### config.mk
export PLATFORM = sky130hd
export DESIGN_NAME = bam_div
export DESIGN_NICKNAME = d
export VERILOG_FILES = /design/src/sv/bam_div.sv
export SDC_FILE = /design/constraint.sdc
export NUM_CORES = 1
export LEC_CHECK = 0
export BUFFER_PORTS_ARGS = -buffer_cell sky130_fd_sc_hd__buf_4
export CAP_MARGIN = 30
export CORE_MARGIN = 2
export CORE_UTILIZATION = 25
export DETAILED_ROUTE_END_ITERATION = 8
export MAX_ROUTING_LAYER = met4
export PLACE_DENSITY = 0.45
export REMOVE_ABC_BUFFERS = 1
export SYNTH_ARGS = -nofsm -noshare
export SYNTH_HDL_FRONTEND = slang
export SYNTH_SLANG_ARGS = --single-unit
### constraint.sdc
create_clock -name clk_i -period 5 [get_ports clk_i]
set_input_delay 0.25 -clock clk_i [delete_from_list [all_inputs] [get_ports clk_i]]
set_output_delay 0.25 -clock clk_i [all_outputs]
set_load 0.02 [all_outputs]
### src/sv/bam_div.sv
// Restoring divider producing a 16-bit quotient, one bit per cycle.
// Depends on nothing; the quotient must be known to fit in 16 bits.
module bam_div #(
  parameter int CW = 6,
  parameter int MW = 22
) (
  input  logic          clk_i,
  input  logic          rst_ni,
  input  logic          start_i,
  input  logic [MW-1:0] dividend_i,
  input  logic [CW-1:0] divisor_i,
  output logic          done_o,
  output logic [15:0]   quotient_o
);

  logic          busy_q, done_q;
  logic [3:0]    step_q;
  logic [CW-1:0] rem_q, div_q;
  logic [15:0]   low_q;
  logic [CW:0]   shifted, trial;
  logic          ge;

  assign shifted = {rem_q, low_q[15]};
  assign ge      = shifted >= {1'b0, div_q};
  assign trial   = shifted - {1'b0, div_q};

  always_ff @(posedge clk_i or negedge rst_ni) begin
    if (!rst_ni) begin
      busy_q <= 1'b0;
      done_q <= 1'b0;
      step_q <= '0;
    end else begin
      done_q <= 1'b0;
      if (start_i) begin
        busy_q <= 1'b1;
        step_q <= '0;
      end else if (busy_q) begin
        step_q <= step_q + 4'd1;
        if (step_q == 4'd15) begin
          busy_q <= 1'b0;
          done_q <= 1'b1;
        end
      end
    end
  end

  always_ff @(posedge clk_i) begin
    if (start_i) begin
      rem_q <= dividend_i[MW-1:16];
      low_q <= dividend_i[15:0];
      div_q <= divisor_i;
    end else if (busy_q) begin
      rem_q <= ge ? trial[CW-1:0] : shifted[CW-1:0];
      low_q <= {low_q[14:0], ge};
    end
  end

  assign done_o     = done_q;
  assign quotient_o = low_q;

`ifndef ASSERT_OFF
  a_start_idle: assert property (@(posedge clk_i) disable iff (!rst_ni)
    start_i |-> !busy_q) else $error("divider restarted while busy");
`endif

endmodule

---- Yosys cells after proc, flatten, opt, wreduce, memory -nomap -nowiden ----
Index checks and enable logic that the tools add are counted.
operators by class
  magnitude comparators ................... 1
  add/sub/neg operators ................... 2
  eq/ne operators ......................... 1
  reduce and logical (&&, ||, !) cells .... 1
  multiplexer cells ....................... 13
operators by type and width
  kind                   number
  $mux W16               2
  $mux W6                3
  $mux W4                2
  $ge A7 B6 Y1           1
  $mux W1                6
  $sub A6 B6 Y6          1
  $add A4 B1 Y4 const B  1
  $eq A4 B4 Y1 const B   1
  $reduce_bool A2 Y1     1
word-level totals
  bits of input ports ..................... 31
  word-level logic and storage cells ...... 24
  output and inout port bits .............. 17
  register bits after elaboration ......... 34

---- Longest topological paths before layout ----
  depth after elaboration ................. 4
  gate-level depth with buffers ........... 9
  mapped depth without buffers ............ 9

---- Least setup slack after synthesis ----
OpenSTA, ideal clock, no wires.
  path type ............................... register -> register
  start point ............................. register low_q[15] (netlist: quotient_o[15])
  end point ............................... register rem_q[4] (data pin)
  arrival time ............................ 1.984 ns
  buffers on the path ..................... 0
  cell stages (with the launch flop) ...... 10
  setup slack ............................. 2.754 ns
  data required time ...................... 4.738 ns
  library setup time ...................... 0.262 ns
  period minus slack after synthesis ...... 2.246 ns
  path through ............................ edfxtp_1 inv_1 ha_1 inv_1 fa_1 a21o_1 a21oi_1 xor2_1 nor3_1 a221o_2
on the way
  longest elaborated chain between the ends .. 4
  elaborated cells on any way between the ends .. 5
  classes of those cells .................. 1 x add/sub; 1 x order compare; 3 x mux
ends and longest elaborated chain
  what                                           RTL line  text
  start: declaration                             19        logic [15:0] low_q;
  start signal: assignment                       50        low_q <= dividend_i[15:0];
  start signal: assignment                       54        low_q <= {low_q[14:0], ge};
  $sub A6 B6 Y6 or $ge A7 B6 Y1 (tied branches)  25, 24
  $mux W6 (*)                                    53        rem_q <= ge ? trial[CW-1:0] : shifted[CW-1:0];
  $mux W6 (*)                                    52        end else if (busy_q) begin
  $mux W6 (*)                                    48        if (start_i) begin
  end signal: assignment                         49        rem_q <= dividend_i[MW-1:16];
  end signal: assignment                         53
  end: declaration                               18        logic [CW-1:0] rem_q, div_q;
Mark *: on every way between the ends. The rest lies on a longest branch, timed or not. The select of a mux whose other input is x is not followed.
A chain may end at the register's enable or synchronous reset.

---- Worst setup path in the final report ----
  start point ............................. register rem_q[3]
  end point ............................... register rem_q[3] (data pin)
on the way
  longest elaborated chain between the ends .. 4
ends and longest elaborated chain
  what          RTL line  text
  $ge A7 B6 Y1  24        assign ge = shifted >= {1'b0, div_q};
  $mux W6       53
  $mux W6       52
  $mux W6       48
Every way passes these cells. The select of a mux whose other input is x is not followed.

==> results.md <==
- Status: completed
- Cts repair resizes: 0
- R2R Path Start: rem_q[3]
- First-pass GRT wire length: 5.78 mm
- Ys flop type: edfxtp_1
- WL per Instance: 13.6 um
- Vias in the first global route: 1,232
- Final Non-Filler Cells: 259
- Critical R2R Capture: rem_q[3]
- Ports: 48
- Syn_area_per_cell: 13.4 um2
- Via count: 1,168
- Hold path endpoint: div_q[1]
- Grt ovf: 0
- Register area: 991 um2
- Die area: 0.00755 mm2
- Total GRT Usage: 10.3%
- Hold path depth: 1
- Reg2Reg Depth: 6
- WS Path Type: reg -> reg
- Share of cells above drive strength 1: 41.9%
- DIE HEIGHT: 86.9 um
- Synth warnings: 0
- Final Wtd Congestion: 0.811
- Num CTS Buffers: 5
- Final setup fails: 0
- Final hold vios: 0
- R2R Setup Slk: 2.61 ns
- Number of synthesized flops with an enable pin: 28
- Worst Tran Pin Value: 0.568 ns
- Placed cell area: 0.00215 mm2
- CTS root buf: clkbuf_8
- Hold Crit Class: in -> reg
- Post-DRT Antenna Nets: 0
- CP Capture Type: flop
- Arrival time at the worst endpoint: 2.41 ns
- Min Tclk post-route: 2.39 ns
- Relative slew slack: 62.1%
- Fmax: 0.419 GHz
- Diode count: 0
- Worst path required time: 5.03 ns
- Worst-skew pair later-pin latency: 0.28 ns
- RSZ-0062 raised after global routing: no
- # nets final: 217
- Initial antenna violation count: 0
- Synth cell types: 30
- Die X: 86.9 um
- Post-detail-place hpwl: 2.57 mm
- H-Tree Depth: 2
- Core outline area: 0.00672 mm2
- Area of the multi-input gates: 677 um2
- Reg clk slew, reported paths: 0.07 ns
- Tcrit/Tclk final: 47.7%
- First drt pass iteration count: 4
- Final wirelength: 3.53 mm
- Pwr per Cell Area: 415 mW/mm2
- Synth Register Bits: 34
- Synth async-reset ratio: 17.6%
- Worst vdd ir: 166 uV
- Share of the synthesized area in the top cell type: 49.0%
- Hold path startpoint: divisor_i[1]
- Filler cell count: 679
- Clock tree buffer depth: 2
- Top cells by area, synth: edfxtp_1 49%, mux2_2 10%, dfrtp_1 8.7%
- I/O Buffers: 47
- CTS tree: built
- Synth Instances: 128
- Max Slew Vio Count: 0
- Vias per Instance: 4.51
- Inst Count DP: 250
- Hold_buf cts: 1
- Setup crit start kind: flop
- Post-route DRC violation count: 0
- Power consumption: 0.941 mW
- Floorplan row count: 30
- Initial Util: 25.5%
- Iter 0 DRT Violations: 51
- Max-cap violations: 0
- Area Overhead vs Synth: 32.1%
- Post-Place Worst Slack: 2.62 ns
- Clock skew: 0.00576 ns
- Final Cell Area: 0.00227 mm2
- Post-synthesis sequential area ratio: 57.7%
- Post-synth top area cell: edfxtp_1
- Post-Syn Area: 0.00172 mm2
- Commonest cells in the netlist: 28 x edfxtp_1, 16 x mux2_2, 8 x inv_1, 8 x nor2_1, 7 x ha_1
- Leakage: 0.961 nW
- Final setup margin: 2.61 ns
- CP Max Fanout: 10
- Setup Buffers After CTS: 0
- Most common cell in the synthesized netlist: edfxtp_1
- Largest net degree at the start of global routing: 43
- Setup TNS: 0 ns
- Clock tree sinks: 34
[per-layer routing]
metal | vias to the layer above | track usage [%] | wire, um
li1 | 574 | - | -
met1 | 558 | 12.1 | 1500
met2 | 32 | 16.7 | 1760
met3 | 4 | 3.03 | 229
met4 | 0 | 4.12 | 38
met5 | - | - | 0
[per-stage QoR]
stage	util, %	hold slack (ns)
after global routing	33.7	0.129
final	33.7	0.144
after global placement	32.0	0.0615
after CTS	33.7	0.133
after floorplan	-	-0.0456
after detailed placement	32.0	0.0590
[worst max path at each step]
stage                    from  endpoint  depth (start not counted)
6_report             rem_q[3]  rem_q[3]                          6
5_1_grt              rem_q[3]  rem_q[3]                          6
4_1_cts              rem_q[3]  rem_q[3]                          6
3_5_place_dp         rem_q[3]  rem_q[3]                          6
3_3_place_gp         rem_q[3]  rem_q[3]                          6
2_1_floorplan  quotient_o[15]  rem_q[4]                          9
[final cells by class]
class                   count  area share (%)
multi-input cells          81            29.9
well taps                  80            4.42
repair buffers             48            16.0
inverters                   8            1.32
clock buffers               7            3.37
flip-flops and latches     34            43.7
clock inverters             1            1.32
[layout by cell type, fill, tap and decap left out, drive strengths merged, types with 2 or more instances in the layout]
cell,Yosys,layout
buf,0,47
edfxtp,28,28
mux2,16,16
inv,8,8
nor2,8,8
ha,7,7
clkbuf,5,7
dfrtp,6,6
nor2b,5,5
nand2,5,5
a21oi,5,5
mux2i,5,5
o21ai,4,4
xor2,4,4
a21o,3,3
nor3,3,3
a221o,2,2
[worst max-delay path, stage by stage (launching register included)]
cell,delay [ns]
edfxtp_1,0.38
ha_1,0.41
a21o_1,0.21
a211o_1,0.31
a41oi_4,0.40
nor4_1,0.11
a221o_2,0.31
[flip-flops by register name, summed over array words and instances (netlist names)]
| signal | count |
|---|---|
| step_q | 4 |
| rem_q | 6 |
| quotient_o | 16 |
| busy_q | 1 |
| div_q | 6 |
| done_o | 1 |
[cells by family (layout without fill, tap and decap cells)]
group                      count (synthesis)  after routing  synth area share, %
muxes                                     21             21                 13.4
DFF                                       34             34                 57.7
adders and majority gates                  8              8                 6.27
AOI/OAI and AO/OA                         19             19                 8.89
buffers and inverters                     13             64                 2.84
xor gates and xnor gates                   5              5                 2.55
and+or+nand+nor                           28             28                 8.31
[power by group]
group	switching [mW]	internal [mW]	total, mW
Clock	0.0966	0.149	0.246
Sequential	0.0246	0.362	0.387
Combinational	0.158	0.150	0.308
(Power assumes the default switching activity.)
